## src/rtl/rfic_pkg.sv

```systemverilog
`timescale 1ns / 1ps
`default_nettype none
// ----------------------------------------------------------------------------
// rfic_pkg
// Shared types, constants and the crc byte update for the radio frame
// integrity check.
// ----------------------------------------------------------------------------
package rfic_pkg;

   // position of the length byte in the frame, counted from zero (2 .. 15)
   localparam int LENGTH_OFFSET = 7;

   localparam int BYTE_W    = 8;
   localparam int POS_W     = 8;
   localparam int CRC_W     = 16;
   localparam int REQ_DATA_W = 8;
   localparam int RSP_DATA_W = 16;
   localparam int RSP_FIELD_W = 11;

   // head store index width
   localparam int HEAD_IDX_W = (LENGTH_OFFSET > 1) ? $clog2(LENGTH_OFFSET) : 1;

   // queue between front and back end, power of two
   localparam int QUEUE_DEPTH = 2;

   // check value seeds
   localparam logic [BYTE_W-1:0] XOR_SEED = 8'hFF;
   localparam logic [CRC_W-1:0]  CRC_SEED = 16'h1D0F;

   // count saturation
   localparam logic [POS_W-1:0] POS_MAX = 8'hFF;

   // register port
   localparam int CSR_ADDR_W = 2;
   localparam int CSR_DATA_W = 8;
   localparam logic [CSR_ADDR_W-1:0] CSR_CHECK_MODE   = 2'd0;
   localparam logic [CSR_ADDR_W-1:0] CSR_MIN_SIZE_XOR = 2'd1;
   localparam logic [CSR_ADDR_W-1:0] CSR_MIN_SIZE_CRC = 2'd2;

   localparam logic [BYTE_W-1:0] MIN_SIZE_XOR_RST = 8'd10;
   localparam logic [BYTE_W-1:0] MIN_SIZE_CRC_RST = 8'd12;

   // check mode codes
   localparam logic MODE_XOR = 1'b0;
   localparam logic MODE_CRC = 1'b1;

   // one classified byte on its way from front to back end
   typedef struct packed {
      logic [BYTE_W-1:0] byte_value;
      logic              last_byte;
      logic [POS_W-1:0]  pos;
   } q_entry_type;

   // crc-16 byte update, polynomial 0x1021, msb first
   function automatic logic [CRC_W-1:0] crc_update(input logic [CRC_W-1:0] crc,
                                                   input logic [BYTE_W-1:0] b);
      logic [CRC_W-1:0] x;
      x = {8'h00, crc[15:8] ^ b};
      x = x ^ (x >> 4);
      return (crc << 8) ^ (x << 12) ^ (x << 5) ^ x;
   endfunction

endpackage
`default_nettype wire

```

## src/rtl/rfic_queue.sv

```systemverilog
`timescale 1ns / 1ps
`default_nettype none
// ----------------------------------------------------------------------------
// rfic_queue
// Short first-in first-out queue decoupling the byte front end from the
// check back end.
// ----------------------------------------------------------------------------
module rfic_queue (
   input  wire logic                 clock,
   input  wire logic                 reset,
   input  wire logic                 push,
   input  wire rfic_pkg::q_entry_type push_data,
   output logic                      full,
   input  wire logic                 pop,
   output logic                      pop_valid,
   output rfic_pkg::q_entry_type     pop_data
);
   import rfic_pkg::*;

   localparam int PTR_W = (QUEUE_DEPTH > 1) ? $clog2(QUEUE_DEPTH) : 1;
   localparam int CNT_W = $clog2(QUEUE_DEPTH + 1);

   q_entry_type          slot_ff [QUEUE_DEPTH];
   logic [PTR_W-1:0]     wr_ptr_ff, wr_ptr_in;
   logic [PTR_W-1:0]     rd_ptr_ff, rd_ptr_in;
   logic [CNT_W-1:0]     count_ff, count_in;
   logic                 do_push, do_pop;

   assign full      = (count_ff == CNT_W'(QUEUE_DEPTH));
   assign pop_valid = (count_ff != '0);
   assign pop_data  = slot_ff[rd_ptr_ff];
   assign do_push   = push && !full;
   assign do_pop    = pop && pop_valid;

   // pointer and fill level
   always_comb begin
      wr_ptr_in = do_push ? wr_ptr_ff + PTR_W'(1) : wr_ptr_ff;
      rd_ptr_in = do_pop  ? rd_ptr_ff + PTR_W'(1) : rd_ptr_ff;
      count_in  = count_ff + CNT_W'(do_push) - CNT_W'(do_pop);
   end

   always_ff @(posedge clock) begin
      if (reset) begin
         wr_ptr_ff <= '0;
         rd_ptr_ff <= '0;
         count_ff  <= '0;
      end else begin
         wr_ptr_ff <= wr_ptr_in;
         rd_ptr_ff <= rd_ptr_in;
         count_ff  <= count_in;
      end
   end

   // storage
   always_ff @(posedge clock) begin
      if (do_push) begin
         slot_ff[wr_ptr_ff] <= push_data;
      end
   end

endmodule
`default_nettype wire

```

## src/rtl/rfic_front.sv

```systemverilog
`timescale 1ns / 1ps
`default_nettype none
// ----------------------------------------------------------------------------
// rfic_front
// Accepts frame bytes, tags each with its saturating position in the frame
// and hands it to the queue.
// ----------------------------------------------------------------------------
module rfic_front (
   input  wire logic                  clock,
   input  wire logic                  reset,
   input  wire logic                  req_tvalid,
   output logic                       req_tready,
   input  wire logic [rfic_pkg::REQ_DATA_W-1:0] req_tdata,  // byte_value
   input  wire logic                  req_tlast,            // last_byte
   input  wire logic                  queue_full,
   output logic                       push,
   output rfic_pkg::q_entry_type      push_data
);
   import rfic_pkg::*;

   logic [POS_W-1:0] count_ff, count_in;

   assign req_tready = !queue_full;
   assign push       = req_tvalid && req_tready;

   // classify the transaction
   always_comb begin
      push_data.byte_value = req_tdata[BYTE_W-1:0];
      push_data.last_byte  = req_tlast;
      push_data.pos        = count_ff;
   end

   // position counter, saturates, restarts after the last byte
   always_comb begin
      count_in = count_ff;
      if (push) begin
         if (req_tlast) begin
            count_in = '0;
         end else if (count_ff != POS_MAX) begin
            count_in = count_ff + POS_W'(1);
         end
      end
   end

   always_ff @(posedge clock) begin
      if (reset) begin
         count_ff <= '0;
      end else begin
         count_ff <= count_in;
      end
   end

endmodule
`default_nettype wire

```

## src/rtl/rfic_back.sv

```systemverilog
`timescale 1ns / 1ps
`default_nettype none
// ----------------------------------------------------------------------------
// rfic_back
// Runs the xor checksum and crc over each queued byte, resolves the bytes
// ahead of the length field once it arrives, and issues the verdict.
// ----------------------------------------------------------------------------
module rfic_back (
   input  wire logic                  clock,
   input  wire logic                  reset,
   input  wire logic                  q_valid,
   input  wire rfic_pkg::q_entry_type q_data,
   output logic                       q_pop,
   input  wire logic                  csr_we,
   input  wire logic [rfic_pkg::CSR_ADDR_W-1:0] csr_addr,
   input  wire logic [rfic_pkg::CSR_DATA_W-1:0] csr_wdata,
   output logic                       rsp_tvalid,
   input  wire logic                  rsp_tready,
   output logic [rfic_pkg::RSP_DATA_W-1:0] rsp_tdata
);
   import rfic_pkg::*;

   localparam logic [POS_W-1:0] LEN_POS = POS_W'(LENGTH_OFFSET);

   // configuration
   logic              mode_ff;
   logic [BYTE_W-1:0] min_xor_ff;
   logic [BYTE_W-1:0] min_crc_ff;

   // frame state
   logic [BYTE_W-1:0] len_ff, len_in;
   logic [BYTE_W-1:0] xor_ff, xor_in;
   logic [CRC_W-1:0]  crc_ff, crc_in;
   logic [BYTE_W-1:0] th_ff, th_in;
   logic [BYTE_W-1:0] tl_ff, tl_in;

   // bytes ahead of the length field and the check prefixes before each
   logic [BYTE_W-1:0] head_byte_ff [LENGTH_OFFSET];
   logic [BYTE_W-1:0] head_xor_ff  [LENGTH_OFFSET];
   logic [CRC_W-1:0]  head_crc_ff  [LENGTH_OFFSET];

   // output register
   logic                   rsp_valid_ff, rsp_valid_in;
   logic [RSP_FIELD_W-1:0] rsp_data_ff, rsp_data_in;

   // working values
   logic [BYTE_W-1:0] b;
   logic [POS_W-1:0]  p;
   logic [POS_W:0]    p9, l9;
   logic [BYTE_W-1:0] upd_len, upd_xor, upd_th, upd_tl;
   logic [CRC_W-1:0]  upd_crc, crc_step;
   logic [BYTE_W-1:0] size, min_size;
   logic              size_ok, match, check_ok;
   logic              head_we;

   assign b        = q_data.byte_value;
   assign p        = q_data.pos;
   assign p9       = {1'b0, p};
   assign crc_step = crc_update(crc_ff, b);
   assign q_pop    = q_valid && (!q_data.last_byte || !rsp_valid_ff || rsp_tready);
   assign head_we  = q_pop && (p < LEN_POS);

   // register writes
   always_ff @(posedge clock) begin
      if (reset) begin
         mode_ff    <= MODE_XOR;
         min_xor_ff <= MIN_SIZE_XOR_RST;
         min_crc_ff <= MIN_SIZE_CRC_RST;
      end else if (csr_we) begin
         unique case (csr_addr)
            CSR_CHECK_MODE:   mode_ff    <= csr_wdata[0];
            CSR_MIN_SIZE_XOR: min_xor_ff <= csr_wdata[BYTE_W-1:0];
            CSR_MIN_SIZE_CRC: min_crc_ff <= csr_wdata[BYTE_W-1:0];
            default: ;
         endcase
      end
   end

   // fold the byte into the check values
   always_comb begin
      upd_len = len_ff;
      upd_xor = xor_ff;
      upd_crc = crc_ff;
      upd_th  = th_ff;
      upd_tl  = tl_ff;
      l9      = {1'b0, b};
      if (p < LEN_POS) begin
         // length unknown yet: keep running prefixes over the head
         upd_xor = xor_ff ^ b;
         upd_crc = crc_step;
      end else if (p == LEN_POS) begin
         // length byte: pick the prefixes and trailer that the length implies
         upd_len = b;
         upd_xor = xor_ff ^ b;
         upd_crc = crc_step;
         upd_th  = '0;
         upd_tl  = '0;
         for (int k = 0; k < LENGTH_OFFSET; k++) begin
            if (l9 == (POS_W+1)'(k + 1) || (k == 0 && l9 == '0)) begin
               upd_xor = head_xor_ff[k];
            end
            if (l9 == (POS_W+1)'(k + 2) || (k == 0 && l9 < (POS_W+1)'(2))) begin
               upd_crc = head_crc_ff[k];
            end
            if (l9 == (POS_W+1)'(k + 2)) begin
               upd_th = head_byte_ff[k];
            end
            if (l9 == (POS_W+1)'(k + 1)) begin
               upd_tl = head_byte_ff[k];
            end
         end
         if (l9 == (POS_W+1)'(LENGTH_OFFSET + 1)) begin
            upd_xor = xor_ff;
            upd_tl  = b;
         end
         if (l9 == (POS_W+1)'(LENGTH_OFFSET + 2)) begin
            upd_crc = crc_ff;
            upd_th  = b;
         end
      end else begin
         // past the length byte: plain range checks
         if (p9 + (POS_W+1)'(1) < {1'b0, len_ff}) begin
            upd_xor = xor_ff ^ b;
         end
         if (p9 + (POS_W+1)'(2) < {1'b0, len_ff}) begin
            upd_crc = crc_step;
         end
         if (p9 + (POS_W+1)'(2) == {1'b0, len_ff}) begin
            upd_th = b;
         end
         if (p9 + (POS_W+1)'(1) == {1'b0, len_ff}) begin
            upd_tl = b;
         end
      end
   end

   // verdict on the last byte
   always_comb begin
      size     = (p == POS_MAX) ? POS_MAX : p + POS_W'(1);
      min_size = (mode_ff == MODE_CRC) ? min_crc_ff : min_xor_ff;
      size_ok  = (size >= min_size) && (upd_len <= size) && (upd_len >= min_size);
      if (mode_ff == MODE_CRC) begin
         match = (upd_len >= BYTE_W'(2)) && (upd_crc == {upd_th, upd_tl});
      end else begin
         match = (upd_len >= BYTE_W'(1)) && (upd_xor == upd_tl);
      end
      check_ok = size_ok && match;
   end

   // next frame state and output register
   always_comb begin
      len_in       = len_ff;
      xor_in       = xor_ff;
      crc_in       = crc_ff;
      th_in        = th_ff;
      tl_in        = tl_ff;
      rsp_valid_in = rsp_valid_ff && !rsp_tready;
      rsp_data_in  = rsp_data_ff;
      if (q_pop) begin
         if (q_data.last_byte) begin
            len_in       = '0;
            xor_in       = XOR_SEED;
            crc_in       = CRC_SEED;
            th_in        = '0;
            tl_in        = '0;
            rsp_valid_in = 1'b1;
            rsp_data_in  = {upd_len, check_ok, size_ok, size_ok && check_ok};
         end else begin
            len_in = upd_len;
            xor_in = upd_xor;
            crc_in = upd_crc;
            th_in  = upd_th;
            tl_in  = upd_tl;
         end
      end
   end

   always_ff @(posedge clock) begin
      if (reset) begin
         len_ff       <= '0;
         xor_ff       <= XOR_SEED;
         crc_ff       <= CRC_SEED;
         th_ff        <= '0;
         tl_ff        <= '0;
         rsp_valid_ff <= 1'b0;
      end else begin
         len_ff       <= len_in;
         xor_ff       <= xor_in;
         crc_ff       <= crc_in;
         th_ff        <= th_in;
         tl_ff        <= tl_in;
         rsp_valid_ff <= rsp_valid_in;
      end
   end

   // payload registers
   always_ff @(posedge clock) begin
      rsp_data_ff <= rsp_data_in;
      if (head_we) begin
         head_byte_ff[p[HEAD_IDX_W-1:0]] <= b;
         head_xor_ff[p[HEAD_IDX_W-1:0]]  <= xor_ff;
         head_crc_ff[p[HEAD_IDX_W-1:0]]  <= crc_ff;
      end
   end

   assign rsp_tvalid = rsp_valid_ff;
   assign rsp_tdata  = {(RSP_DATA_W-RSP_FIELD_W)'(0), rsp_data_ff};

endmodule
`default_nettype wire

```

## src/rtl/radio_frame_integrity_check.sv

```systemverilog
// A verdict reaches rsp through the queue and then the output register; the
// last byte stays queued while an earlier verdict holds the output register.
// Throughput: one byte per cycle while the queue is not full; queue and output
// register let the front take more bytes while a verdict waits on rsp_tready.
// The crc and xor update of one byte in the back end sets the per-cycle work.
// Reset: synchronous, clears the position counter, queue, frame state and
// output valid, and returns the registers to their defaults.
`timescale 1ns / 1ps
`default_nettype none
// ----------------------------------------------------------------------------
// radio_frame_integrity_check
// Checks size, length field and xor checksum or crc-16 trailer of received
// radio frames streamed one byte per transaction.
// ----------------------------------------------------------------------------
module radio_frame_integrity_check (
   input  wire logic        clock,
   input  wire logic        reset,
   input  wire logic        req_tvalid,
   output logic             req_tready,
   input  wire logic [rfic_pkg::REQ_DATA_W-1:0] req_tdata,  // byte_value
   input  wire logic        req_tlast,                      // last_byte
   output logic             rsp_tvalid,
   input  wire logic        rsp_tready,
   // frame_good, size_good, check_good, frame_length[7:0], zero fill
   output logic [rfic_pkg::RSP_DATA_W-1:0] rsp_tdata,
   input  wire logic        csr_we,
   input  wire logic [rfic_pkg::CSR_ADDR_W-1:0] csr_addr,
   input  wire logic [rfic_pkg::CSR_DATA_W-1:0] csr_wdata
);
   import rfic_pkg::*;

   q_entry_type push_data, pop_data;
   logic        push, queue_full, pop, pop_valid;

   // front end
   rfic_front u_front (
      .clock      (clock),
      .reset      (reset),
      .req_tvalid (req_tvalid),
      .req_tready (req_tready),
      .req_tdata  (req_tdata),
      .req_tlast  (req_tlast),
      .queue_full (queue_full),
      .push       (push),
      .push_data  (push_data)
   );

   // decoupling queue
   rfic_queue u_queue (
      .clock     (clock),
      .reset     (reset),
      .push      (push),
      .push_data (push_data),
      .full      (queue_full),
      .pop       (pop),
      .pop_valid (pop_valid),
      .pop_data  (pop_data)
   );

   // back end
   rfic_back u_back (
      .clock      (clock),
      .reset      (reset),
      .q_valid    (pop_valid),
      .q_data     (pop_data),
      .q_pop      (pop),
      .csr_we     (csr_we),
      .csr_addr   (csr_addr),
      .csr_wdata  (csr_wdata),
      .rsp_tvalid (rsp_tvalid),
      .rsp_tready (rsp_tready),
      .rsp_tdata  (rsp_tdata)
   );

endmodule
`default_nettype wire

```

## config.mk

```make
export PLATFORM = sky130hd
export DESIGN_NAME = radio_frame_integrity_check
export DESIGN_NICKNAME = d
export VERILOG_FILES = /design/src/rtl/rfic_pkg.sv /design/src/rtl/rfic_queue.sv /design/src/rtl/rfic_front.sv /design/src/rtl/rfic_back.sv /design/src/rtl/radio_frame_integrity_check.sv
export SDC_FILE = /design/constraint.sdc
export NUM_CORES = 1
export LEC_CHECK = 0
export ABC_CLOCK_PERIOD_IN_PS = 7300
export BUFFER_PORTS_ARGS = -buffer_cell sky130_fd_sc_hd__buf_2
export CORE_MARGIN = 10
export CORE_UTILIZATION = 50
export CTS_BUF_LIST = sky130_fd_sc_hd__clkbuf_2 sky130_fd_sc_hd__clkbuf_4 sky130_fd_sc_hd__clkbuf_8
export DETAILED_ROUTE_END_ITERATION = 8
export HOLD_SLACK_MARGIN = 0.06
export PLACE_DENSITY = 0.66
export SLEW_MARGIN = 20
export SYNTH_ARGS = -nofsm -noshare
export SYNTH_HDL_FRONTEND = slang
export SYNTH_HIERARCHICAL = 1
export SYNTH_SLANG_ARGS = --single-unit
```

## constraint.sdc

```tcl
create_clock -name clock -period 7.3 [get_ports clock]
set_clock_uncertainty 0.2 [all_clocks]
set_input_delay 1.46 -clock clock [delete_from_list [all_inputs] [get_ports clock]]
set_output_delay 1.46 -clock clock [all_outputs]
set_load 0.005 [all_outputs]
```

## After elaboration in Yosys (flattened, before gate mapping)

Memories as Yosys holds them, arrays and structs flattened. A register that Yosys moved wholly into a read port is not among the register bits.
Cells that the tools add are included.

| word-level totals | value |
|---|---|
| memories | 4 |
| output and inout port bits | 18 |
| word-level logic and storage cells | 153 |
| bits in registers | 89 |
| input bits | 24 |
| RAM bits | 258 |

Memories:

| name | depth | width | rd ports | clocked after Yosys merged registers in | wr ports | RTL line | text |
|---|---|---|---|---|---|---|---|
| u_back.head_crc_ff | 7 | 16 | 7 | 0 | 1 | rfic_back.sv:40 | `logic [CRC_W-1:0] head_crc_ff [LENGTH_OFFSET];` |
| u_back.head_byte_ff | 7 | 8 | 7 | 0 | 1 | rfic_back.sv:38 | `logic [BYTE_W-1:0] head_byte_ff [LENGTH_OFFSET];` |
| u_back.head_xor_ff | 7 | 8 | 7 | 0 | 1 | rfic_back.sv:39 | `logic [BYTE_W-1:0] head_xor_ff [LENGTH_OFFSET];` |
| u_queue.slot_ff | 2 | 17 | 1 | 1 | 1 | rfic_queue.sv:23 | `q_entry_type slot_ff [QUEUE_DEPTH];` |

| operators by class | value |
|---|---|
| reductions and logical operators | 29 |
| multiplexer cells | 64 |
| $lt $le $gt $ge | 9 |
| bitwise logic cells | 6 |
| add/sub/neg operators | 8 |
| equal/unequal tests | 19 |

Operator list:

| cell | number |
|---|---|
| $mux W8 | 43 |
| $mux W16 | 12 |
| $xor A16 B16 Y16 | 3 |
| $eq A8 B3 Y1 const B | 5 |
| $eq A9 B8 Y1 | 2 |
| $lt A9 B8 Y1 | 2 |
| $add A8 B1 Y8 const B | 2 |
| $eq A16 B16 Y1 | 1 |
| $eq A8 B2 Y1 const B | 2 |
| $eq A8 B4 Y1 const B | 2 |
| $ge A8 B8 Y1 | 2 |
| $xor A8 B8 Y8 | 2 |
| $logic_and A1 B1 Y1 | 12 |
| $reduce_and A2 Y1 | 5 |
| $add A8 B1 Y9 const B | 1 |
| $add A8 B2 Y9 const B | 1 |
| $mux W1 | 9 |
| $eq A8 B1 Y1 const B | 1 |
| $eq A8 B8 Y1 | 1 |
| $eq A8 B8 Y1 const B | 1 |
| $ge A8 B1 Y1 const B | 1 |
| $ge A8 B2 Y1 const B | 1 |
| $le A8 B8 Y1 | 1 |
| $logic_not A8 Y1 | 1 |
| other kinds (13) | 22 |

## Depth between registers and ports, before layout

Gate-level depths: netlist of the first run.

| logic depth | value |
|---|---|
| depth after elaboration | 20 |
| gate-level depth with buffers | 23 |
| mapped depth without buffers | 17 |

## By module

Netlist of the first run, hierarchy kept.

Modules (own cells, without submodules):

| module | instances | area each (µm²) | seq. area each (µm²) | cells an instance |
|---|---|---|---|---|
| rfic_back | 1 | 16,049.1 | 8,348.0 | 1,492 |
| rfic_queue | 1 | 1,462.7 | 1,121.1 | 80 |
| rfic_front | 1 | 605.6 | 160.2 | 64 |

## Worst setup path before layout of the first run

No wires, ideal clock.

| timing path | value |
|---|---|
| path type | register to register |
| start point | reg (tool-made name) |
| end point | reg u_back.rsp_data_ff[2], data pin |
| buffers on the path | 7 |
| data required time | 6.955 ns |
| slack | 2.000 ns |
| clock period less this slack | 5.300 ns |
| arrival | 4.956 ns |
| library setup time | 0.145 ns |
| cell stages (with the launch flop) | 24 |
| path through | dfxtp_1 buf_2 buf_4 mux2_1 buf_2 or4_1 nor3_4 buf_2 clkbuf_1 clkbuf_1 clkbuf_1 nand2_1 o21ai_0 ha_1 nor2b_1 o21a_1 o21a_1 o21a_1 o21bai_1 a21oi_1 or3_1 a211oi_1 nand4_1 o21ai_1 |

RTL lines:

| item | RTL line | text |
|---|---|---|
| end signal, assigned | rfic_back.sv:198 | `rsp_data_ff <= rsp_data_in;` |
| end, declared | rfic_back.sv:44 | `logic [RSP_FIELD_W-1:0] rsp_data_ff, rsp_data_in;` |

==> results of run 1 <==
## cell usage in the layout (no fill, tap or decap), types with 10 or more instances in the layout
| cell type | instances |
|---|---|
| nand4_1 | 17 |
| nand2b_1 | 19 |
| a21oi_1 | 85 |
| ha_1 | 48 |
| nor2_1 | 133 |
| buf_4 | 36 |
| mux2_1 | 12 |
| o22ai_1 | 14 |
| clkbuf_4 | 28 |
| mux2i_1 | 57 |
| nor3_1 | 26 |
| xnor2_1 | 40 |
| mux2_2 | 23 |
| inv_1 | 33 |
| nor4_1 | 11 |
| or3_1 | 16 |
| o211ai_1 | 27 |
| a211o_1 | 10 |
| and3_1 | 13 |
| nand3_1 | 56 |
| dfxtp_1 | 79 |
| a21o_1 | 11 |
| clkbuf_8 | 69 |
| a211oi_1 | 25 |
| o21ai_0 | 79 |
| nor2b_1 | 13 |
| o21a_1 | 12 |
| a22oi_1 | 30 |
| edfxtp_1 | 268 |
| nand2_1 | 116 |
| buf_2 | 36 |
| xor2_1 | 23 |
## metrics by stage
step	cells	util (%)
floorplan	1640	-
global placement	2051	52.3
detailed placement	2051	52.3
CTS	2161	55.7
global route	2161	55.7
finish	2162	55.7
## final cells by class
class	instances	share of cell area, %
Antenna cell	1	0.0126
Clock buffer	97	5.84
Clock inverter	13	0.321
Inverter	36	0.680
Multi-Input combinational cell	1134	39.4
Sequential cell	347	48.5
Tap cell	461	2.90
Timing Repair Buffer	73	2.37
## final timing paths
kind,start,to,slack (ns),cells past startpoint
setup reg to reg,register,u_back/rsp_data_ff[2]$_DFFE_PP_,1.04,12
hold reg to reg,u_back/min_crc_ff[3]$_SDFFE_PP1P_,u_back/min_crc_ff[3]$_SDFFE_PP1P_,0.26,1
setup / recovery,register,u_back/rsp_data_ff[2]$_DFFE_PP_,1.04,12
hold / removal,u_back/min_crc_ff[3]$_SDFFE_PP1P_,u_back/min_crc_ff[3]$_SDFFE_PP1P_,0.26,1
## sequential cells by signal, indices dropped and copies added (netlist names), named ones only
| register | flops |
|---|---|
| u_back/min_xor_ff | 8 |
| u_queue/slot_ff | 34 |
| u_queue/count_ff | 2 |
| u_back/min_crc_ff | 8 |
| u_back/rsp_tvalid | 1 |
| u_back/rsp_data_ff | 10 |
| u_back/head_byte_ff | 56 |
| u_queue/rd_ptr_ff | 1 |
| u_back/mode_ff | 1 |
| u_back/head_crc_ff | 112 |
| u_front/count_ff | 8 |
| u_back/tl_ff | 8 |
| u_back/th_ff | 8 |
| u_back/head_xor_ff | 56 |
| u_back/crc_ff | 16 |
| u_back/xor_ff | 8 |
| u_back/len_ff | 8 |
| u_queue/wr_ptr_ff | 1 |
## metal layers
| metal | routed length (um) | vias to the layer above |
|---|---|---|
| li1 | - | 6296 |
| met2 | 28200 | 861 |
| met3 | 6120 | 168 |
| met4 | 2700 | 0 |
| met1 | 24700 | 7115 |
| met5 | 0 | - |
## worst max-delay path, delay by kind of cell, from the launching register on
family	cells	cell delay, ns
simple gates	5	2.42
compound gates	4	1.33
flops	1	0.84
mux	1	0.72
buf+inv	1	0.40
xor+xnor	1	0.17
## synth_stat cells, types with 14 or more instances
library cell and instances:
nand2_1 117, mux2_2 21, clkbuf_1 71, buf_2 21, and3_1 16, buf_4 16
nor2_1 135, ha_1 48, o211ai_1 27, nor3_1 27, inv_1 33, a211oi_1 25
xor2_1 23, o21ai_0 79, nand4_1 17, dfxtp_1 79, nor2b_1 14, mux2i_1 57
nand3_1 56, a22oi_1 30, o22ai_1 14, mux2_1 15, or3_1 16, xnor2_1 40
a21oi_1 85, edfxtp_1 268, nand2b_1 19
## logic make-up after synthesis
family / share of synthesized area, %
buf+inv: 3.98
fa+ha+maj: 3.31
mux: 5.39
xor+xnor: 3.56
other cells: 0.0207
simple gates: 13.5
flops: 53.1
compound gates: 17.1
## power groups by stage
| stage | clock [mW] | sequential [mW] | combinational (mW) |
|---|---|---|---|
| after floorplan | 0 | 2.58 | 2.57 |
| after global placement | 0 | 2.69 | 3.72 |
| after detailed placement | 0 | 2.69 | 3.72 |
| after CTS | 1.84 | 2.65 | 3.74 |
| after global routing | 1.92 | 2.68 | 4.07 |
| final | 1.81 | 2.66 | 3.86 |
==> impl_metrics.ini, run 1 <==
[status]
status = finished, final reports clean

[pwr]
clockPowerShare_pct = 21.8
switching_share_pct = 43.2
power.total_mw = 8.33
p_leak_nw = 7.01
p_sw_mw = 3.60
intPower_mw = 4.73
seq_power_share_pct = 31.9
ir_drop_mv = 0.443
p_comb_share_pct = 46.3
power_density_nw_per_um2 = 419

[drt]
drt_iter0_drc = 1986
antenna_left = 0
drc = 0
wirelength_um = 61800
via_per_inst = 6.68
drtPass1Iterations = 6
vias = 14400
wl_per_cell_um = 28.6

[critical_path]
critPathSlowestCell = dfxtp_1
worstSetupPathType = reg -> reg
slowest_delay_ns = 0.84
crit_fanout = 17
required_ns = 7.59
worst-endpoint-arrival_ns = 6.54
crit_chain = mux2_1, buf_4, nor4b_2, nand3_1, nand2_1, a211oi_1, a221oi_2, xor2_1, a221o_1, nor4_1, nand4_1, o21ai_1
cp-end-kind = register
startpoint_type = register

[floorplan]
die_w_um = 210
core.rowCount = 69
initial_core_util_pct = 50.8
core_region_area_sq_um = 35700
die_h_um = 210
io_pins = 42
dieArea_sq_um = 44200

[grt]
groute.usage.overall_pct = 27.5
grt_pass1_vias = 13900
grt_first_pass_wirelength_um = 91800
grt_use_met1_pct = 36.7
grt_max_degree = 67
antenna_found_initial = 0
grt_use_met2_pct = 43.4
gr-usage-met3_pct = 4.39
grt_overflow = 0
grt.busiest_layer = met2

[layout]
final_area_sq_um = 19900
num-nets-final = 1722
area_delta_synth_final_pct = 9.68
drive_above_1_share_pct = 14.9
fill_cells = 3094
regArea_sq_um = 9630
multi_input_area_sq_um = 7830

[clock_network]
cts_hold_buffers = 0
clock-sinks = 347
htreeDepth = 2
cts_tree = built
post_cts_buffers = 0
clockBufferDepth = 3
clk_pin_slew_ns = 0.06
root_buffer = clkbuf_8
post_cts_resized = 0
numCtsBuffers = 58
clk-insertion-delay-late_ns = 0.68

[flow_run]
maxCapViolCount = 0

[logic_synthesis]
synth_edf_count = 268
synth.top_cell.area_share_pct = 44.4
synth_warnings = 6
seq_area_frac_synth_pct = 53.1
synth_area_sq_um = 18100
ys_async_sr_fraction_pct = 0
synth_cells = 1636
synth_area_leader_cell = edfxtp_1
synth_flop_cell = edfxtp_1
synth_seq_cells = 347
netlist_top_cells_area = edfxtp_1 44%, dfxtp_1 8.7%, ha_1 3.3%
yosysUniqueCellTypes = 108
post_synth.cell_area_avg_sq_um = 11.1

[sta]
maxSlewHeadroom_pct = 21.7
timing.fmax_mhz = 160
finalCritPeriodShare_pct = 85.7
fin_ws_ns = 1.04
min_period_ns = 6.26
hold_viol_final = 0
setup_viol = 0
worst_slew_pin_slew_ns = 1.17
rsz0062_at_grt = no
slew_violations = 0
hold_ws_ns = 0.265
fin_setup_tns_ns = 0

[placed_design]
hpwlAfterDp_um = 39000
port-buffer-count = 36
pre_cts_ws_ns = 1.37
place_congestion = 0.955
dpl_cell_area_sq_um = 18600

[hold_path]
hp-class = reg -> reg
Power figures use the tool's default switching activity.
==> run 2: changes to the inputs <==
- REMOVE_ABC_BUFFERS: not set -> 1
==> impl_metrics.ini, run 2 (synthesis gave the netlist of run 1 again) <==
[clock_network]
htreeDepth = 2
clk-insertion-delay-late_ns = 0.66
cts_tree = built
clockBufferDepth = 3
post_cts_buffers = 0
root_buffer = clkbuf_8
post_cts_resized = 0
cts_hold_buffers = 0
clock-sinks = 347
numCtsBuffers = 58
clk_pin_slew_ns = 0.07

[placed_design]
place_congestion = 1.00
port-buffer-count = 36
hpwlAfterDp_um = 39700
dp_cells = 2056
pre_cts_ws_ns = 1.89

[sta]
setup_viol = 0
fin_ws_ns = 1.71
worst_slew_pin_slew_ns = 1.14
maxSlewHeadroom_pct = 23.5
fin_setup_tns_ns = 0
hold_ws_ns = 0.261
finalCritPeriodShare_pct = 76.6
slew_violations = 0
min_period_ns = 5.59
rsz0062_at_grt = no
timing.fmax_mhz = 179
hold_viol_final = 0

[drt]
antenna_left = 0
via_per_inst = 6.67
drtPass1Iterations = 5
drt_iter0_drc = 1910
vias = 14400
wl_per_cell_um = 28.0
drc = 0
wirelength_um = 60600

[grt]
grt_first_pass_wirelength_um = 90500
grt_overflow = 0
grt_max_degree = 67
groute.usage.overall_pct = 27.0
antenna_found_initial = 0
grt_pass1_vias = 14100

[critical_path]
startpoint_type = register
worstSetupPathType = reg -> reg
crit_fanout = 22
worst-endpoint-arrival_ns = 5.91
required_ns = 7.61
cp-end-kind = register

[hold_path]
hp-class = reg -> reg

[floorplan]
core_region_area_sq_um = 35700
die_w_um = 210
io_pins = 42
die_h_um = 210
core.rowCount = 69
dieArea_sq_um = 44200
initial_core_util_pct = 50.8

[pwr]
power_density_nw_per_um2 = 417
ir_drop_mv = 0.367
power.total_mw = 8.26
p_leak_nw = 6.99

[layout]
instances_no_fill = 2162
area_delta_synth_final_pct = 9.40
final_common_cell = edfxtp_1
fill_cells = 3149
drive_above_1_share_pct = 14.5
num-nets-final = 1727
diodes = 0
final_cell_mix = 268 x edfxtp_1, 134 x nor2_1, 116 x nand2_1, 85 x a21oi_1
largest_reg_flops = 112

[status]
status = finished, final reports clean

[flow_run]
maxCapViolCount = 0
-- run 2: changes by cell type in the layout (fill, tap and decap cells not counted), sizes merged, moves of 2 or more --
cell / change
clkbuf: -20
clkinv: +14
buf: +5
bufinv: +3
inv: -2
-- run 2: report_power, final --
part           switching, mW  total [mW]  leakage (nW)  internal, mW
registers              0.240        2.67          3.06          2.43
logic                   2.52        3.83          3.31          1.31
clock network          0.809        1.76         0.615         0.947
total                   3.57        8.26          6.99          4.69
-- run 2: final timing paths --
check,from,to,slack (ns),cells past startpoint
min,u_back/th_ff[0]$_SDFFE_PP0P_,u_back/th_ff[0]$_SDFFE_PP0P_,0.26,2
max,register,u_back/rsp_data_ff[2]$_DFFE_PP_,1.71,12
min reg2reg,u_back/th_ff[0]$_SDFFE_PP0P_,u_back/th_ff[0]$_SDFFE_PP0P_,0.26,2
max reg2reg,register,u_back/rsp_data_ff[2]$_DFFE_PP_,1.71,12
-- run 2: per-stage QoR --
stage / instance area [sq um] / utilization [%]
final: 19800 / 55.6
after global routing: 19800 / 55.6
after CTS: 19800 / 55.6
after detailed placement: 18700 / 52.3
after global placement: 18700 / 52.3
after floorplan: 17500 / -
-- run 2: worst max-delay path: stages (launching register included) --
cell,delay [ns]
dfxtp_1,0.78
mux2_1,0.57
buf_4,0.31
or4b_1,0.78
nor2_1,0.79
a211oi_1,0.17
a211oi_1,0.55
a221oi_2,0.21
xor2_1,0.24
a221o_1,0.35
nor4_1,0.23
nand4_1,0.13
o21ai_1,0.10
-- run 2: cell type report --
class                           count  area [sq um]  area share (%)
Clock inverter                     29           205            1.04
Clock buffer                       77           947            4.78
Tap cell                          461           577            2.91
Inverter                           36           135           0.682
Timing Repair Buffer               78           495            2.50
Sequential cell                   347          9630            48.6
Multi-Input combinational cell   1134          7830            39.5
-- run 2: layer usage --
metal | track usage [%] | wire, um
met1 | 34.5 | 23600
met4 | 13.2 | 3100
met3 | 5.92 | 6520
met5 | 0 | 0
met2 | 42.7 | 27300
==> run 3: changes to the inputs <==
- ABC_CLOCK_PERIOD_IN_PS: 7300 -> 5230
- clock period: 7.3 -> 5.23 ns (I/O delays scaled with it)
==> impl_metrics.ini, run 3 (synthesis gave the netlist of run 1 again) <==
[clock_network]
clock-sinks = 347
post_cts_resized = 0
numCtsBuffers = 58
cts_hold_buffers = 0
clk-insertion-delay-late_ns = 0.67
htreeDepth = 2
clockBufferDepth = 3
post_cts_buffers = 0
clk_pin_slew_ns = 0.07
cts_tree = built
root_buffer = clkbuf_8

[critical_path]
startpoint_type = register
worstSetupPathType = reg -> reg
required_ns = 5.54
reg2regPathDepth = 15
crit_fanout = 15
worst-endpoint-arrival_ns = 5.27
cp-end-kind = register

[hold_path]
hp-class = reg -> reg
hold_depth = 1

[layout]
area_delta_synth_final_pct = 13.0
num-nets-final = 1784
largest_reg_flops = 112
instances_no_fill = 2223
drive_above_1_share_pct = 17.6
diodes = 0
fill_cells = 2995
final_cell_mix = 268 x edfxtp_1, 134 x nor2_1, 116 x nand2_1, 94 x buf_4, 85 x a21oi_1
final_common_cell = edfxtp_1

[grt]
groute.usage.overall_pct = 27.6
antenna_found_initial = 0
grt_max_degree = 69
grt_pass1_vias = 14200
grt_overflow = 0
grt_first_pass_wirelength_um = 92400

[drt]
via_per_inst = 6.57
wl_per_cell_um = 27.8
drtPass1Iterations = 8
vias = 14600
drt_iter0_drc = 1879
drc = 0
wirelength_um = 61700
antenna_left = 0

[floorplan]
core_region_area_sq_um = 35700
die_w_um = 210
initial_core_util_pct = 50.8
io_pins = 42
core.rowCount = 69
dieArea_sq_um = 44200
die_h_um = 210

[sta]
finalCritPeriodShare_pct = 94.7
timing.fmax_mhz = 202
slew_violations = 0
hold_viol_final = 0
maxSlewHeadroom_pct = 21.9
min_period_ns = 4.95
rsz0062_at_grt = no
setup_viol = 0
worst_slew_pin_slew_ns = 1.17

[placed_design]
place_congestion = 0.975
hpwlAfterDp_um = 42200
port-buffer-count = 36
dp_cells = 2113

[pwr]
ir_drop_mv = 0.498
p_leak_nw = 7.35
power.total_mw = 12.1
power_density_nw_per_um2 = 589

[status]
status = finished, final reports clean

[flow_run]
maxCapViolCount = 0
==> run 3: changes by cell type in the layout (fill, tap and decap cells not counted), moves of 2 or more <==
| cell | delta |
|---|---|
| buf_4 | +52 |
| clkbuf_4 | -7 |
| clkbuf_8 | +6 |
| buf_12 | +5 |
| bufinv_16 | +3 |
| clkinv_1 | -3 |
| inv_8 | +2 |
==> run 3: cell type report <==
class / instances / area, sq um / share of cell area [%]
clock inverters: 34 / 328 / 1.60
well taps: 461 / 577 / 2.82
clock buffers: 76 / 977 / 4.77
multi-input cells: 1134 / 7840 / 38.3
repair buffers: 135 / 986 / 4.82
flip-flops and latches: 347 / 9630 / 47.0
inverters: 36 / 135 / 0.660
==> run 3: path summary, 6_finish.rpt <==
check / from / to / slack (ns)
hold reg to reg: u_back/min_xor_ff[1]$_SDFFE_PP1P_ / u_back/min_xor_ff[1]$_SDFFE_PP1P_ / 0.26
setup reg to reg: register / u_back/rsp_data_ff[2]$_DFFE_PP_ / 0.28
hold / removal: u_back/min_xor_ff[1]$_SDFFE_PP1P_ / u_back/min_xor_ff[1]$_SDFFE_PP1P_ / 0.26
setup / recovery: register / u_back/rsp_data_ff[2]$_DFFE_PP_ / 0.28
==> run 3: where the power goes <==
group / switching [mW] / total [mW] / internal, mW
registers: 0.320 / 3.71 / 3.39
clock network: 1.17 / 2.70 / 1.53
logic: 3.60 / 5.65 / 2.05
==> run 3: per-stage QoR <==
| stage | hold WS [ns] | TNS [ns] | util (%) | cell area (sq um) | setup WS (ns) |
|---|---|---|---|---|---|
| 3_5_place_dp | 0.250 | 0 | 53.7 | 19200 | 0.382 |
| 6_report | 0.262 | 0 | 57.4 | 20500 | 0.278 |
| 2_1_floorplan | 0.230 | -15.28 | - | 17500 | -1.46 |
| 4_1_cts | 0.264 | 0 | 57.4 | 20500 | 0.334 |
| 3_3_place_gp | 0.243 | 0 | 53.7 | 19200 | 0.444 |
| 5_1_grt | 0.286 | 0 | 57.4 | 20500 | 0.0933 |
==> run 3: per-layer routing <==
layer	track usage, %	vias to the layer above	wire length, um
met5	0	-	0
li1	-	6407	-
met3	4.87	187	5990
met1	36.8	7120	25000
met2	43.1	889	27800
met4	12.5	0	2850
==> run 3: critical path: stages (launching register included) <==
cell	delay (ns)
dfxtp_1	0.49
buf_4	0.28
mux2_2	0.49
buf_4	0.26
nor3_1	0.34
buf_12	0.20
nand3_1	0.37
buf_4	0.34
o22ai_1	0.16
nor2_1	0.09
a221oi_1	0.50
o221ai_1	0.23
xor2_1	0.18
a2111oi_0	0.36
nand4_1	0.16
o21ai_1	0.11
